$ cat src/rtl/core/cdf_pkg.sv
// Package: shared constants, the input word type and the CRC-16 byte update for the record deframer.
`default_nettype none

package cdf_pkg;

    // Fixed field and state widths
    localparam int POS_W  = 6;
    localparam int BYTE_W = 8;
    localparam int CRC_W  = 16;
    localparam int CNT_W  = 32;

    // Default record layout
    localparam int RECORD_BYTES_DEF = 34;
    localparam int DATA_BYTES_DEF   = 32;

    // CRC-16/CMS: MSB first, no reflection, no final xor
    localparam logic [CRC_W-1:0] CRC_POLY = 16'h8005;
    localparam logic [CRC_W-1:0] CRC_INIT = 16'hFFFF;

    // Saturation value of the record counters
    localparam logic [CNT_W-1:0] CNT_MAX = '1;

    // Word held in the input register
    typedef struct packed {
        logic              valid;
        logic [BYTE_W-1:0] data;
        logic              start;
    } item_t;

    // One byte through the CRC, MSB first
    function automatic logic [CRC_W-1:0] crc_feed(input logic [CRC_W-1:0] crc_in,
                                                  input logic [BYTE_W-1:0] octet);
        logic [CRC_W-1:0] crc;
        logic             top;
        crc = crc_in;
        for (int i = 0; i < BYTE_W; i++)
        begin
            top = crc[CRC_W-1] ^ octet[BYTE_W-1-i];
            crc = {crc[CRC_W-2:0], 1'b0};
            if (top)
            begin
                crc = crc ^ CRC_POLY;
            end
        end
        return crc;
    endfunction

endpackage

`default_nettype wire

$ cat src/rtl/core/cdf_ifs.sv
// Interfaces: byte input channel and record result channel.
`default_nettype none

interface cdf_in_if;
    logic                       valid;
    logic                       ready;
    logic [cdf_pkg::BYTE_W-1:0] data_in;
    logic                       section_start;

    modport source (output valid, data_in, section_start, input ready);
    modport sink   (input valid, data_in, section_start, output ready);
endinterface

interface cdf_out_if;
    logic                       valid;
    logic                       ready;
    logic [cdf_pkg::BYTE_W-1:0] data_out;
    logic                       data_valid;
    logic                       record_done;
    logic                       crc_match;
    logic [cdf_pkg::CNT_W-1:0]  good_records;
    logic [cdf_pkg::CNT_W-1:0]  bad_records;

    modport source (output valid, data_out, data_valid, record_done, crc_match,
                    good_records, bad_records, input ready);
    modport sink   (input valid, data_out, data_valid, record_done, crc_match,
                    good_records, bad_records, output ready);
endinterface

`default_nettype wire

$ cat src/rtl/core/cdf_in_stage.sv
// Input register: captures one byte word per cycle unless the record core stalls, and hands it to the record core.
`default_nettype none

module cdf_in_stage (
    input  wire logic     clk,
    input  wire logic     rst_n,
    cdf_in_if.sink        byte_in,
    output cdf_pkg::item_t item,
    input  wire logic     item_ready
);

    logic                       valid_reg;
    logic                       valid_next;
    logic [cdf_pkg::BYTE_W-1:0] data_reg;
    logic                       start_reg;

    // Take a word whenever the register is empty or drains this cycle
    assign byte_in.ready = !valid_reg || item_ready;

    always_comb
    begin
        valid_next = valid_reg;
        if (byte_in.ready)
        begin
            valid_next = byte_in.valid;
        end
    end

    always_ff @(posedge clk or negedge rst_n)
    begin
        if (!rst_n)
        begin
            valid_reg <= 1'b0;
        end
        else
        begin
            valid_reg <= valid_next;
        end
    end

    // Payload, no reset
    always_ff @(posedge clk)
    begin
        if (byte_in.ready && byte_in.valid)
        begin
            data_reg  <= byte_in.data_in;
            start_reg <= byte_in.section_start;
        end
    end

    assign item.valid = valid_reg;
    assign item.data  = data_reg;
    assign item.start = start_reg;

endmodule

`default_nettype wire

$ cat src/rtl/core/cdf_core.sv
// Record core: position tracking, running CRC, check on the low CRC byte, counters, result register.
`default_nettype none

module cdf_core #(
    parameter int RECORD_BYTES = cdf_pkg::RECORD_BYTES_DEF,
    parameter int DATA_BYTES   = cdf_pkg::DATA_BYTES_DEF
) (
    input  wire logic      clk,
    input  wire logic      rst_n,
    input  cdf_pkg::item_t item,
    output logic           item_ready,
    cdf_out_if.source      rec_out
);

    localparam logic [cdf_pkg::POS_W-1:0] HI_POS   = cdf_pkg::POS_W'(DATA_BYTES);
    localparam logic [cdf_pkg::POS_W-1:0] LO_POS   = cdf_pkg::POS_W'(DATA_BYTES + 1);
    localparam logic [cdf_pkg::POS_W-1:0] LAST_POS = cdf_pkg::POS_W'(RECORD_BYTES - 1);

    // Record state
    logic [cdf_pkg::POS_W-1:0]  pos_reg,  pos_next;
    logic [cdf_pkg::CRC_W-1:0]  crc_reg,  crc_next;
    logic [cdf_pkg::BYTE_W-1:0] hi_reg,   hi_next;
    logic [cdf_pkg::CNT_W-1:0]  good_reg, good_next;
    logic [cdf_pkg::CNT_W-1:0]  bad_reg,  bad_next;

    // Result register
    logic                       out_valid_reg, out_valid_next;
    logic [cdf_pkg::BYTE_W-1:0] dout_reg,  dout_next;
    logic                       dval_reg,  dval_next;
    logic                       done_reg,  done_next;
    logic                       match_reg, match_next;

    logic                       fire;
    logic [cdf_pkg::POS_W-1:0]  pos_cur;
    logic [cdf_pkg::CRC_W-1:0]  crc_cur;
    logic                       is_payload;
    logic                       is_hi;
    logic                       is_lo;
    logic                       crc_eq;

    // Advance when the result register is free or being emptied
    assign item_ready = !out_valid_reg || rec_out.ready;
    assign fire       = item.valid && item_ready;

    // Section start restarts the record before the byte is handled
    assign pos_cur    = item.start ? '0 : pos_reg;
    assign crc_cur    = item.start ? cdf_pkg::CRC_INIT : crc_reg;
    assign is_payload = pos_cur < HI_POS;
    assign is_hi      = pos_cur == HI_POS;
    assign is_lo      = pos_cur == LO_POS;
    assign crc_eq     = {hi_reg, item.data} == crc_cur;

    // Next record state and result
    always_comb
    begin
        pos_next       = pos_reg;
        crc_next       = crc_reg;
        hi_next        = hi_reg;
        good_next      = good_reg;
        bad_next       = bad_reg;
        dout_next      = dout_reg;
        dval_next      = dval_reg;
        done_next      = done_reg;
        match_next     = match_reg;
        out_valid_next = out_valid_reg && !rec_out.ready;

        if (fire)
        begin
            out_valid_next = 1'b1;
            dout_next      = is_payload ? item.data : '0;
            dval_next      = is_payload;
            done_next      = is_lo;
            match_next     = is_lo && crc_eq;
            crc_next       = is_payload ? cdf_pkg::crc_feed(crc_cur, item.data) : crc_cur;

            if (is_hi)
            begin
                hi_next = item.data;
            end

            // Saturating record counters
            if (is_lo && crc_eq && good_reg != cdf_pkg::CNT_MAX)
            begin
                good_next = good_reg + 1'b1;
            end
            if (is_lo && !crc_eq && bad_reg != cdf_pkg::CNT_MAX)
            begin
                bad_next = bad_reg + 1'b1;
            end

            // Wrap at record end
            if (pos_cur >= LAST_POS)
            begin
                pos_next = '0;
                crc_next = cdf_pkg::CRC_INIT;
            end
            else
            begin
                pos_next = pos_cur + 1'b1;
            end
        end
    end

    always_ff @(posedge clk or negedge rst_n)
    begin
        if (!rst_n)
        begin
            pos_reg       <= '0;
            crc_reg       <= cdf_pkg::CRC_INIT;
            hi_reg        <= '0;
            good_reg      <= '0;
            bad_reg       <= '0;
            out_valid_reg <= 1'b0;
        end
        else
        begin
            pos_reg       <= pos_next;
            crc_reg       <= crc_next;
            hi_reg        <= hi_next;
            good_reg      <= good_next;
            bad_reg       <= bad_next;
            out_valid_reg <= out_valid_next;
        end
    end

    // Result payload, no reset
    always_ff @(posedge clk)
    begin
        dout_reg  <= dout_next;
        dval_reg  <= dval_next;
        done_reg  <= done_next;
        match_reg <= match_next;
    end

    // Counters only change together with a new result, so they drive the port directly
    assign rec_out.valid        = out_valid_reg;
    assign rec_out.data_out     = dout_reg;
    assign rec_out.data_valid   = dval_reg;
    assign rec_out.record_done  = done_reg;
    assign rec_out.crc_match    = match_reg;
    assign rec_out.good_records = good_reg;
    assign rec_out.bad_records  = bad_reg;

    // Checks
    a_done_not_payload: assert property (@(posedge clk) disable iff (!rst_n)
        out_valid_reg && done_reg |-> !dval_reg)
        else $error("record_done on a payload word");

    a_match_needs_done: assert property (@(posedge clk) disable iff (!rst_n)
        out_valid_reg && match_reg |-> done_reg)
        else $error("crc_match without record_done");

    a_pos_in_record: assert property (@(posedge clk) disable iff (!rst_n)
        pos_reg <= LAST_POS)
        else $error("byte position beyond record end");

    a_good_monotone: assert property (@(posedge clk) disable iff (!rst_n)
        1'b1 |=> good_reg >= $past(good_reg))
        else $error("good record counter decreased");

    a_counters_one_step: assert property (@(posedge clk) disable iff (!rst_n)
        !fire |=> $stable(good_reg) && $stable(bad_reg))
        else $error("counter changed without a word");

endmodule

`default_nettype wire

$ cat src/rtl/core/crc_checked_record_deframer.sv
// Top level: CRC-checked record deframer, input register plus record core.
//
//  channel   dir  modport          payload
//  byte_in   in   cdf_in_if.sink   data_in[7:0], section_start
//  rec_out   out  cdf_out_if.source data_out[7:0], data_valid, record_done, crc_match,
//                                  good_records[31:0], bad_records[31:0]
//
// One byte word per cycle sustained while rec_out is ready; a taken word passes the input
// register and then the result register on its way to the output handshake.
// The CRC-16 byte update sits between the input register and the result register.
// Reset clears position, CRC (to 0xFFFF), stored high byte and both counters.
// A stalled rec_out holds its result; byte_in still fills the input register, then stalls.
`default_nettype none

module crc_checked_record_deframer #(
    parameter int RECORD_BYTES = cdf_pkg::RECORD_BYTES_DEF,
    parameter int DATA_BYTES   = cdf_pkg::DATA_BYTES_DEF
) (
    input  wire logic clk,
    input  wire logic rst_n,
    cdf_in_if.sink    byte_in,
    cdf_out_if.source rec_out
);

    cdf_pkg::item_t item;
    logic           item_ready;

    cdf_in_stage u_in_stage (
        .clk        (clk),
        .rst_n      (rst_n),
        .byte_in    (byte_in),
        .item       (item),
        .item_ready (item_ready)
    );

    cdf_core #(
        .RECORD_BYTES (RECORD_BYTES),
        .DATA_BYTES   (DATA_BYTES)
    ) u_core (
        .clk        (clk),
        .rst_n      (rst_n),
        .item       (item),
        .item_ready (item_ready),
        .rec_out    (rec_out)
    );

endmodule

`default_nettype wire
$ cat src/flat_wrapper.sv
// flat-port wrapper written by rule: the top's interface ports become plain ports
module crc_checked_record_deframer_flat 
#(
    parameter int RECORD_BYTES = cdf_pkg::RECORD_BYTES_DEF,
    parameter int DATA_BYTES   = cdf_pkg::DATA_BYTES_DEF
)
  (clk, rst_n, byte_in_valid, byte_in_data_in, byte_in_section_start, byte_in_ready, rec_out_valid, rec_out_data_out, rec_out_data_valid, rec_out_record_done, rec_out_crc_match, rec_out_good_records, rec_out_bad_records, rec_out_ready);
  cdf_in_if byte_in_i ();
  cdf_out_if rec_out_i ();
  input  wire logic clk;
  input  wire logic rst_n;
  input wire logic [$bits(byte_in_i.valid)-1:0] byte_in_valid;
  input wire logic [$bits(byte_in_i.data_in)-1:0] byte_in_data_in;
  input wire logic [$bits(byte_in_i.section_start)-1:0] byte_in_section_start;
  output wire logic [$bits(byte_in_i.ready)-1:0] byte_in_ready;
  output wire logic [$bits(rec_out_i.valid)-1:0] rec_out_valid;
  output wire logic [$bits(rec_out_i.data_out)-1:0] rec_out_data_out;
  output wire logic [$bits(rec_out_i.data_valid)-1:0] rec_out_data_valid;
  output wire logic [$bits(rec_out_i.record_done)-1:0] rec_out_record_done;
  output wire logic [$bits(rec_out_i.crc_match)-1:0] rec_out_crc_match;
  output wire logic [$bits(rec_out_i.good_records)-1:0] rec_out_good_records;
  output wire logic [$bits(rec_out_i.bad_records)-1:0] rec_out_bad_records;
  input wire logic [$bits(rec_out_i.ready)-1:0] rec_out_ready;
  assign byte_in_i.valid = byte_in_valid;
  assign byte_in_i.data_in = byte_in_data_in;
  assign byte_in_i.section_start = byte_in_section_start;
  assign byte_in_ready = byte_in_i.ready;
  assign rec_out_valid = rec_out_i.valid;
  assign rec_out_data_out = rec_out_i.data_out;
  assign rec_out_data_valid = rec_out_i.data_valid;
  assign rec_out_record_done = rec_out_i.record_done;
  assign rec_out_crc_match = rec_out_i.crc_match;
  assign rec_out_good_records = rec_out_i.good_records;
  assign rec_out_bad_records = rec_out_i.bad_records;
  assign rec_out_i.ready = rec_out_ready;
  crc_checked_record_deframer #(.RECORD_BYTES(RECORD_BYTES), .DATA_BYTES(DATA_BYTES)) u_core (.clk(clk), .rst_n(rst_n), .byte_in(byte_in_i), .rec_out(rec_out_i));
endmodule
$ cat config.mk
export PLATFORM = sky130hd
export DESIGN_NAME = crc_checked_record_deframer_flat
export DESIGN_NICKNAME = d
export VERILOG_FILES = /design/src/rtl/core/cdf_pkg.sv /design/src/rtl/core/cdf_ifs.sv /design/src/rtl/core/cdf_in_stage.sv /design/src/rtl/core/cdf_core.sv /design/src/rtl/core/crc_checked_record_deframer.sv /design/src/flat_wrapper.sv
export SDC_FILE = /design/constraint.sdc
export NUM_CORES = 1
export LEC_CHECK = 0
export BUFFER_PORTS_ARGS = -buffer_cell sky130_fd_sc_hd__buf_2
export CAP_MARGIN = 20
export CORE_ASPECT_RATIO = 0.9
export CORE_MARGIN = 2
export CORE_UTILIZATION = 45
export CTS_CLUSTER_SIZE = 30
export DETAILED_ROUTE_END_ITERATION = 10
export PLACE_DENSITY = 0.73
export RECOVER_POWER = 100
export SKIP_LAST_GASP = 1
export SYNTH_ARGS = -nofsm -noshare
export SYNTH_HDL_FRONTEND = slang
export SYNTH_SLANG_ARGS = --single-unit
export TNS_END_PERCENT = 100
$ cat constraint.sdc
create_clock -name clk -period 2.7 [get_ports clk]
set_input_delay 0.675 -clock clk [delete_from_list [all_inputs] [get_ports clk]]
set_output_delay 0.675 -clock clk [all_outputs]
set_load 0.01 [all_outputs]
==> summary by stage, run 1 <==
Synth
Synthesis inferred 116 register bits. In this run, distinct cell masters in the synthesized netlist total 46. After technology mapping, the gate count stands at 576. The post-synth design cell area is 6050 sq um. The number of flops mapped to enable cells by yosys is 20. For this run, the register share of the synthesized area comes to 0.500. The prevailing post-synth register cell is dfrtp_1.

The number of nets handed over by synthesis was 595. During synthesis, Yosys emitted a total of 0 warnings. Counting flops with an async set or reset pin after synthesis yields a share of 0.828. The average instance in the mapped netlist occupies 10.5 sq um.

Critical path
The arrival time reported for the critical path endpoint is between 2 and 3 ns. Walking the worst path, the cells encountered are buf_12, nand2b_1, ha_1, and3_1, buf_4, and2_1, nand2_1, nor4_1, xor2_1. At the worst endpoint, the required time is between 3 and 4 ns. The worst reg2reg path endpoint is u_core.u_core.rec_out.bad_records[24]$_DFFE_PN0P_. The start point of the critical path is u_core.u_in_stage.start_reg$_DFFE_PP_. The master of the slowest instance on the critical path is and2_1. The critical path in this run is classified as flip-flop to flip-flop. The critical path crosses 9 cells after its start point. The number of cells on the worst reg-to-reg path is 9. The largest single stage delay on the critical path is 0.48 ns. STA classifies the critical path startpoint as a flip-flop. The kind of cell with the highest combined delay along the critical path is simple AND/OR/NAND/NOR gates. In this run the worst setup path terminates at u_core.u_core.rec_out.bad_records[24]$_DFFE_PN0P_. The count of buffering cells on the critical path with inverters included is 2.

The maximum fanout along the worst path is 38. The worst register-to-register path begins at u_core.u_in_stage.start_reg$_DFFE_PP_. The endpoint kind of the worst setup timing path is a flip-flop. For flop-to-flop paths, the worst setup slack is 0.15 ns.

Route
The routed design uses 6750 um of met2 wire. After detailed routing, the total wire length is 14400 um. The average wire per standard cell is 16.9 um.

The number of violations reported at the end of detailed-routing iteration 0 is slightly above 400. The DRC violation count after routing is 0. The detailed router put a total of 6640 um of wire on met1. For this run, the detailed router's first-pass iteration total came to 7. The average via count per standard cell is 5.58.

The number of antenna-violating nets in the routed design is 0. Routed signal wires occupy layers up through met4. The routed via count is 4757. The met3 layer wire length in the routed design is 854 um.

Status
The flow ran to the end, and the final reports show no timing, DRC or antenna violations.

Floorplan
The number of core rows is 40. The floorplan step defined a core boundary enclosing about 13000 sq um. For this configuration, the core starts out at a cell density of 0.458. The x dimension of the die is 126 um. The full die area is 14400 sq um. The y dimension of the die is 114 um. For this design the top-level I/O count stands at 90.

GRT
The total global routing track utilization is 0.206. The global-route wire length before repair is 23500 um. The via count of the first global-routing pass was between 4000 and 5000. The number of antenna violations at the first check in global routing is 0. The sum of overflow across all layers after global routing is 0. The largest net degree at the start of global routing is 53.

Place
The instance area at placement is a little under 7000 sq um. In this run the tool buffered the top-level ports with 89 buffer cells. The cell count after placement is slightly above 800. At the end of routability-driven placement, the weighted congestion stood at 0.888. Detailed placement finished with a half-perimeter wire length of 9920 um.

STA
Summed over all failing endpoints, the final setup total negative slack is 0 ns. The number of hold violations in the final report is 0. The max-slew headroom at the worst pin is 0.177. Setup repair after global routing left no endpoint under its margin. Setup violations remaining at the end of the flow were counted as 0. The maximum clock frequency is about 0.39 GHz. At the pin with the least slew margin, the transition time is around 1.2 ns.

In the finished design, the share of the clock period the worst path needs comes to 0.944. Hold is met by 0.432 ns. The final period demand of the worst path is 2.55 ns. The clock skew is 0.00841 ns. The final count of pins violating max slew is 0.

CTS
The hold-fix buffer count after cts is 0. The deepest level of the CTS H-tree is 4. The buffers inserted during post-CTS setup optimization is 0. The worst-skew pair later-pin latency is 0.42 ns. The maximum clock path buffer count is 2. Clock-pin slew was measured on the worst setup and hold paths at 0.05 ns. The number of clock buffers inserted by TritonCTS is 17. The number of sinks driven by the clock tree is 116. The root cell of the clock tree is clkbuf_16. Post-CTS repair changed the size of 0 cells.

TritonCTS built the clock tree.

Layout
In the layout the commonest cells are clkbuf_1 (82), dfrtp_1 (80), xnor2_1 (59). The post-layout net count is slightly below 700. The repair_antennas step left the layout with diodes totalling 0. The count of cells in the finished layout, fillers not included, comes to 852. The most common cell after layout, fill and taps aside is clkbuf_1. Relative to the synthesized area, the layout overhead comes to 19.7%.

The share of cells above drive strength 1 is 0.140. With fillers left out, the area of the finished cells amounts to 7240 sq um.

Job
The tool flagged a number of max-cap violations equal to 0.

Power and ir drop
The maximum resistive drop on vdd is between 0.0004 and 0.0005 V. The total power per unit cell area is 717 nW/um^2. Summed over all cells, the static leakage comes to ~3.0 nW.

Worst hold path
The startpoint identified for the worst hold timing path is byte_in_data_in[5]. The kind of path behind the tightest hold check is input pin to flip-flop.
[area by class of cell]
class / instances / area (sq um)
multi-input cells: 416 / 2840
fillers: 1191 / 5970
clock buffers: 25 / 537
inverters: 10 / 37.5
repair buffers: 110 / 529
flip-flops and latches: 116 / 3020
clock inverters: 7 / 66.3
well taps: 168 / 210
[power breakdown]
part           leakage (nW)  internal (mW)  switching (mW)
Combinational          1.28          0.408           0.341
Sequential             1.46           2.00           0.222
Clock                 0.300           1.46           0.768
Total                  3.04           3.86            1.33
[worst min-delay path by stage]
stage,cells past startpoint,endpoint
after global routing,1,u_core.u_in_stage.data_reg[5]$_DFFE_PP_
after CTS,1,u_core.u_core.rec_out.good_records[31]$_DFFE_PN0P_
after global placement,2,u_core.u_core.pos_reg[0]$_DFFE_PN0P_
after floorplan,0,u_core.u_core.hi_reg[0]$_DFFE_PN0P_
final,1,u_core.u_in_stage.data_reg[5]$_DFFE_PP_
after detailed placement,1,u_core.u_core.rec_out.bad_records[16]$_DFFE_PN0P_
[cell usage after synthesis (3+ instances only)]
cell	number	area share
a21oi_1	10	0.0083
and2_1	21	0.022
and3_1	15	0.016
and4_1	7	0.010
buf_2	10	0.0083
clkbuf_1	18	0.011
dfrtp_1	80	0.33
dfstp_2	16	0.070
edfxtp_1	20	0.099
ha_1	6	0.012
inv_1	10	0.0062
mux2_2	11	0.020
nand2_1	43	0.027
nand2b_1	4	0.0041
nand3_1	44	0.036
nand4_1	25	0.026
nor2_1	24	0.015
nor3_1	26	0.022
nor4_1	13	0.013
o21ai_0	4	0.0033
o22a_1	15	0.022
o22ai_1	4	0.0041
o41ai_1	9	0.013
or2_2	5	0.0052
or3_1	12	0.012
xnor2_1	59	0.085
xnor3_1	3	0.011
xor2_1	38	0.055
[per-stage QoR]
stage	util	power, mW	setup WS (ns)
after global placement	0.510	2.95	0.249
after floorplan	-	2.78	0.0766
after CTS	0.556	5.24	0.137
final	0.548	5.19	0.151
after detailed placement	0.510	2.99	0.132
after global routing	0.548	5.42	0.0106
[cells by family after synthesis]
| family | share of synthesized area |
|---|---|
| and+or+nand+nor | 0.223 |
| DFF | 0.500 |
| xor gates and xnor gates | 0.152 |
| AOI/OAI and AO/OA | 0.0600 |
| buffers and inverters | 0.0321 |
| muxes | 0.0205 |
| adders and majority gates | 0.0124 |
[metal layers]
metal,up-vias,track usage
met5,-,0
met4,0,0.0689
met3,19,0.0591
met2,143,0.323
met1,2355,0.277
li1,2240,-
No activity file was read; power rests on OpenSTA's default activity.
==> run 2, diff against run 1 <==
--- a/config.mk
+++ b/config.mk
@@ -13,8 +13,8 @@
 export CTS_CLUSTER_SIZE = 30
 export DETAILED_ROUTE_END_ITERATION = 10
 export PLACE_DENSITY = 0.73
-export RECOVER_POWER = 100
 export SKIP_LAST_GASP = 1
+export SLEW_MARGIN = 30
 export SYNTH_ARGS = -nofsm -noshare
 export SYNTH_HDL_FRONTEND = slang
 export SYNTH_SLANG_ARGS = --single-unit
==> run 2 against run 1 <==
Effect of this change:
- clock skew hardly changed
- largest power group unchanged
- largest cell class unchanged
- clock power barely moved
- clock-buffer cell count is the same
- critical path depth is the same
- core utilization rose by 0.86 points
- highest routed layer unchanged
- critical path type unchanged
- hold slack lost 0.15 ns
- first-iteration DRC count decreased by 1.7%
- sequential share of layout area decreased by 0.65 points
- maximum frequency grew 0.12%
==> summary by stage, run 2 (synthesis results as in run 1) <==
Critical path
The maximum cell stage delay along the critical path is 0.47 ns. The start point of the critical path is u_core.u_in_stage.start_reg$_DFFE_PP_. The critical path start-end classification is flip-flop to flip-flop. The worst setup path is captured at a flip-flop. On the critical path, the stage with the largest delay is an instance of and2_1. Data on the critical path arrives at its endpoint at 2.88 ns. Walking the worst path, the cells encountered are buf_12, nor2b_1, ha_1, and3_1, buf_4, and2_1, nand2_1, nor4_1, xor2_1.

STA classifies the critical path startpoint as a flip-flop. For the worst setup path, the data required time is just over 3 ns. In this run the worst path has a maximum fanout of 38.

The number of cells on the worst reg-to-reg path is 9. The worst register-to-register path begins at u_core.u_in_stage.start_reg$_DFFE_PP_.

Power and ir drop
Dividing total power by cell area gives a power density of 707 nW/um^2. The share of total power in sequential cells is 0.426. The worst-case IR drop observed on VDD is 0.000471 V.

Of the total power, the share spent switching nets is 0.255. The clock share of power is 0.429. The total net switching power is 1.33 mW. The part of the power in combinational logic is 0.145. Cell internal power was estimated by the tool at around 3.9 mW.

Summed over all cells, the static leakage comes to ~3.4 nW.

CTS
The clock tree from TritonCTS is built. Clock tree synthesis selected as its root buffer the cell clkbuf_16. In this run the deepest clock path goes through 2 buffers.

Once the clock tree was built, the setup fixing pass inserted 0 buffers. The H-tree generated during clock tree synthesis spans 4 levels. Counting every sink on the clock net gives 116. TritonCTS created 17 clock buffers. For this design, the CTS-stage hold fixing added 0 buffers.

Clock latency on the worst-skew pair, taken at its later pin, is 0.42 ns. The clock transition at the register clock pins on the worst setup and hold paths after CTS is roughly 0.05 ns.

STA
The worst slack on hold paths is between 0.2 and 0.3 ns. The max-slew headroom at the worst pin is 0.583. The maximum clock frequency is a little under 0.4 GHz. The number of hold violations in the final report came to 0.

Setup repair after global routing left no endpoint under its margin. The worst-margin pin slew is 0.626 ns. The final count of pins violating max slew came to 0. The final cycle utilization of the critical path is 0.943.

Clock skew on the completed layout was measured at slightly above 0.008 ns. Adding up every negative setup slack in the final design gives 0 ns. After layout, the minimum clock period comes to approximately 2.5 ns.

The final number of setup-violating endpoints is 0.

GRT
The via count of the first global-routing pass is ~4700. The largest net degree at the start of global routing is 53. The number of antenna violations at the first check in global routing is 0. The global-route wire length before repair is 23500 um. The total global routing track utilization is 0.206. For this run the aggregate overflow at the end of global routing stands at 0.

Layout
Of the cells placed in the final design, the portion with a size suffix greater than 1 is 0.259. Compared with the post-synthesis result, the final layout area differs by 21.6%. The post-layout net count is 690.

In the layout the commonest cells are buf_2 (88), dfrtp_1 (80), xnor2_1 (59). The most common cell after layout, fill and taps aside is buf_2. The number of inserted diodes is 0. The end-of-flow core utilization is 0.557.

Place
The routability congestion estimate from global placement is roughly 0.89. The number of input and output port buffers inserted is 89. The placed wire-length estimate is 9920 um.

Route
The first routing iteration left around 400 violations. The detail route stage leaves a number of antenna-violating nets equal to 0. The iteration count of the initial detailed-routing pass is 5. After detailed routing, the total wire length is 14300 um. The routed via count is 4762. The average via count per standard cell is 5.59.

The average wire per standard cell is 16.8 um. The DRC violation count after routing is 0.

Floorplan
The starting utilization of the core area is 0.458. The number of core rows is 40. The total area inside the core boundary comes to 13200 sq um. The die is 126 um wide. The die covers 14400 sq um. The y dimension of the die is 114 um. During I/O placement, the number of pins put on the boundary was 90.

Worst hold path
The tightest min-delay check is of the input pin to async pin type.

Job
The number of maximum-capacitance violations is 0.

Status
The flow ran to the end, and the final reports show no timing, DRC or antenna violations.
==> run 2: cell types whose count changed in the layout (fill, tap and decap cells not counted), sizes merged <==
| cell | previous run | this run |
|---|---|---|
| buf | 27 | 110 |
| clkbuf | 108 | 25 |
==> run 2: stage by stage <==
stage,total power [mW],cells,area [sq um],setup WS (ns)
floorplan,2.78,576,6050,0.0766
global placement,2.95,820,6740,0.249
detailed placement,2.99,820,6740,0.132
CTS,5.24,852,7350,0.137
global route,5.43,852,7350,0.0184
finish,5.20,852,7350,0.154
==> run 2: path summary, 6_finish.rpt <==
check                      slack [ns]                                                  to
max reg2reg                      0.15   u_core.u_core.rec_out.bad_records[24]$_DFFE_PN0P_
min reg2reg                      0.48  u_core.u_core.rec_out.good_records[10]$_DFFE_PN0P_
min in group clk                 0.43             u_core.u_in_stage.data_reg[5]$_DFFE_PP_
max                              0.15   u_core.u_core.rec_out.bad_records[24]$_DFFE_PN0P_
min                              0.28  u_core.u_core.rec_out.good_records[28]$_DFFE_PN0P_
max in group asynchronous        1.68               u_core.u_core.crc_reg[13]$_DFFE_PN1P_
==> run 2: power by group through the flow <==
stage	clock, mW	combinational (mW)	sequential [mW]
after floorplan	0	0.648	2.13
final	2.23	0.754	2.21
after global placement	0	0.723	2.22
after detailed placement	0	0.752	2.24
after CTS	2.27	0.762	2.21
after global routing	2.35	0.842	2.24
==> run 2: cell type report <==
cell class	instances	area, sq um
Inverter	10	37.5
Sequential cell	116	3020
Multi-Input combinational cell	416	2840
Tap cell	168	210
Timing Repair Buffer	110	643
Fill cell	1152	5860
Clock buffer	25	537
Clock inverter	7	66.3
==> run 2: per-layer routing <==
metal,vias up,GRT usage,wire length [um]
met3,16,0.0591,791
met5,-,0,0
met1,2375,0.277,6580
met4,0,0.0689,136
li1,2243,-,-
met2,128,0.323,6820
==> run 2: repair_timing <==
| action | in CTS | in global routing |
|---|---|---|
| resized for setup | 0 | 2 |
| hold endpoints to repair | 0 | 0 |
| setup endpoints to repair | 0 | 9 |
==> run 2: worst max-delay path: cells and delay by family, from the launching register on <==
kind	cells	cell delay [ns]
adders and majority gates	1	0.19
buffers and inverters	2	0.36
xor gates and xnor gates	1	0.19
DFF	1	0.40
and+or+nand+nor	5	1.31
==> run 3, diff against run 2 <==
--- a/config.mk
+++ b/config.mk
@@ -9,10 +9,11 @@
 export CAP_MARGIN = 20
 export CORE_ASPECT_RATIO = 0.9
 export CORE_MARGIN = 2
-export CORE_UTILIZATION = 45
+export CORE_UTILIZATION = 49
 export CTS_CLUSTER_SIZE = 30
 export DETAILED_ROUTE_END_ITERATION = 10
-export PLACE_DENSITY = 0.73
+export PLACE_DENSITY = 0.78
+export REMOVE_ABC_BUFFERS = 1
 export SKIP_LAST_GASP = 1
 export SLEW_MARGIN = 30
 export SYNTH_ARGS = -nofsm -noshare
==> run 3 against run 2 <==
Effect of this change:
- core utilization rose by 5.3 points
- critical path depth fell by 1
- clock power rose by 4%
- sequential cell count did not move
- via count rose by 0.97%
- wire length fell by 0.26%
- final cell count fell by 1.5%
- die area fell by 7.9%
- clock skew rose by 0.0011 ns
- global-route usage rose by 2.0 points
- maximum frequency rose by 0.47%
- worst setup slack improved by 0.012 ns
- critical endpoint is now u_core.u_core.rec_out.bad_records[1]$_DFFE_PN0P_
- highest routed layer unchanged
==> summary by stage, run 3 (synthesis results as in run 1) <==
Route
Once detail routing completed, the nets flagged for antenna violations numbered 0. Detailed routing inserted a total of 4808 vias. The average wire per standard cell is about 17 um. The first detailed-routing pass took 5 iterations.

For this block, the initial DRC count from the detailed router was 334. After detailed routing, the number of vias per cell comes to around 5.7. The final wirelength is 14300 um.

The DRC violation count after routing is 0.

STA
The worst path in the final design needs a cycle of 2.53 ns, including I/O delays and setup. The final count of pins violating max slew is 0. The setup TNS is 0 ns. Setup repair after global routing left no endpoint under its margin.

The clock skew is 0.00923 ns. The maximum clock frequency is 0.395 GHz. The worst pin sits at a relative slew slack of 0.633. The worst-margin pin slew is ~0.55 ns. Setup violations remaining at the end of the flow were counted as 0. The final cycle utilization of the critical path is 0.939. The number of hold violations in the final report came to 0.

Floorplan
From left edge to right edge, the die measures 121 um. Measured along the y axis, the die boundary spans between 100 and 150 um. The number of top-level design ports is 90. The full die area is 13200 sq um. For this configuration, the core starts out at a cell density of 0.503. The total area inside the core boundary comes to between 10000 and 15000 sq um. The floorplan has 38 rows.

Power and ir drop
Of the total power, combinational logic draws 0.143. The total power per unit cell area is 723 nW/um^2. The share of total power in sequential cells is 0.418.

The internal power summed over all cells is 3.92 mW. The maximum resistive drop on vdd is 0.000454 V. The share of total power dissipated in the clock network is 0.439. The leakage power figure is 3.34 nW.

Of the total power, the share spent switching nets is 0.260. The total net switching power is between 1 and 1.5 mW.

CTS
The buffers inserted during post-CTS setup optimization is 0. The number of sinks driven by the clock tree is 116. The clock tree from TritonCTS is built. The clock transition at the register clock pins on the worst setup and hold paths after CTS is ~0.060 ns. At the later pin of the worst-skew pair, clock insertion delay measures 0.42 ns.

Counting along the longest clock path gives a buffer depth of 2. The number of clock buffers inserted by TritonCTS is 17. The H-tree was split into 4 levels. Post-CTS repair changed the size of 0 cells.

The root cell of the clock tree is clkbuf_16. The hold-fix buffer count after cts is 0.

GRT
The via count of the first global-routing pass is between 4000 and 5000. The number of antenna violations at the first check in global routing is 0. In the global route stage, overall resource usage came out at 0.226. The largest net degree at the start of global routing is 57. The first global-routing pass estimated approximately 23000 um of wire. The sum of overflow across all layers after global routing is 0.

Worst hold path
The kind of path behind the tightest hold check is input pin to async pin.

Place
Summed over all nets, the half-perimeter wirelength after detailed placement is 9720 um. Routability-driven placement finished with a final weighted congestion of 0.896. Once placement finished, the instance area stood at between 6000 and 7000 sq um.

During placement, the flow inserted port buffers numbering 89.

Layout
Compared with the post-synthesis result, the final layout area differs by 21.3%. The end-of-flow core utilization is 0.610. The number of antenna diodes in the final layout is 0. Of the cells placed in the final design, the portion with a size suffix greater than 1 is 0.250.

The most common cell after layout, fill and taps aside is buf_2. At the end of the flow, the number of nets in the layout was 685. Summing all non-filler instances in the final layout gives an area of 7330 sq um. The library cells used most frequently in the layout, excluding fill and tap cells, are buf_2 (88), dfrtp_1 (80), xnor2_1 (59).

Critical path
The startpoint kind of the worst setup timing path is a flip-flop. The maximum fanout along the worst path is 43. STA puts the critical path data required time at 3.01 ns. At the worst endpoint, the arrival time is 2.84 ns. The critical path start-end classification is flip-flop to flip-flop. STA classifies the critical path endpoint as a flip-flop.

Status
The flow ran to the end, and the final reports show no timing, DRC or antenna violations.

Job
The tool flagged a number of max-cap violations equal to 0.
[run 3: changes by cell type in the layout (fill, tap and decap cells not counted), sizes merged]
cell and delta:
buf -5, clkbuf -3, clkinv -3, bufinv +1, clkinvlp +4, inv +1
[run 3: power by group through the flow]
| stage | Sequential [mW] | Clock (mW) | Combinational, mW |
|---|---|---|---|
| finish | 2.22 | 2.33 | 0.759 |
| global route | 2.23 | 2.43 | 0.823 |
| CTS | 2.21 | 2.35 | 0.763 |
| detailed placement | 2.24 | 0 | 0.758 |
| global placement | 2.23 | 0 | 0.727 |
| floorplan | 2.18 | 0 | 0.583 |
[run 3: through the flow]
stage,power (mW),hold slack [ns],std cells,setup WS (ns)
after detailed placement,3.00,0.473,807,0.217
after global placement,2.96,0.463,807,0.250
after CTS,5.33,0.256,839,0.170
after floorplan,2.76,0.379,542,-1.10
final,5.30,0.238,839,0.166
after global routing,5.49,0.274,839,0.00683
[run 3: worst paths after layout]
path	start	to	slack, ns	depth (start not counted)
worst max register to register	u_core.u_in_stage.start_reg$_DFFE_PP_	u_core.u_core.rec_out.bad_records[1]$_DFFE_PN0P_	0.17	8
min in group clk	byte_in_data_in[1]	u_core.u_in_stage.data_reg[1]$_DFFE_PP_	0.43	1
worst max-delay path	u_core.u_in_stage.start_reg$_DFFE_PP_	u_core.u_core.rec_out.bad_records[1]$_DFFE_PN0P_	0.17	8
max in group asynchronous	rst_n	u_core.u_core.rec_out.good_records[6]$_DFFE_PN0P_	1.77	2
worst min-delay path	rst_n	u_core.u_core.hi_reg[7]$_DFFE_PN0P_	0.24	1
worst min register to register	u_core.u_core.rec_out.good_records[10]$_DFFE_PN0P_	u_core.u_core.rec_out.good_records[10]$_DFFE_PN0P_	0.49	1
[run 3: per-layer routing]
layer  global-route usage  vias to the layer above  share of wire
li1                     -                     2231              -
met1                0.275                     2358           0.42
met2                0.380                      186           0.50
met3               0.0638                       33          0.066
met4               0.0955                        0          0.023
met5                    0                        -              0
[run 3: final cells by class]
class / instances / area (sq um)
fill: 978 / 4700
sequential: 116 / 3020
multi-input combinational: 416 / 2830
timing repair buffer: 105 / 618
clock buffer: 22 / 507
tap: 160 / 200
clock inverter: 10 / 118
inverter: 10 / 37.5
[run 3: worst max-delay path, stage by stage, from the launching register on]
cell,delay [ns]
edfxtp_1,0.41
buf_12,0.20
or3_1,0.40
a21oi_1,0.13
o22ai_1,0.13
nor4_4,0.38
buf_12,0.24
or3_1,0.19
mux2_2,0.35
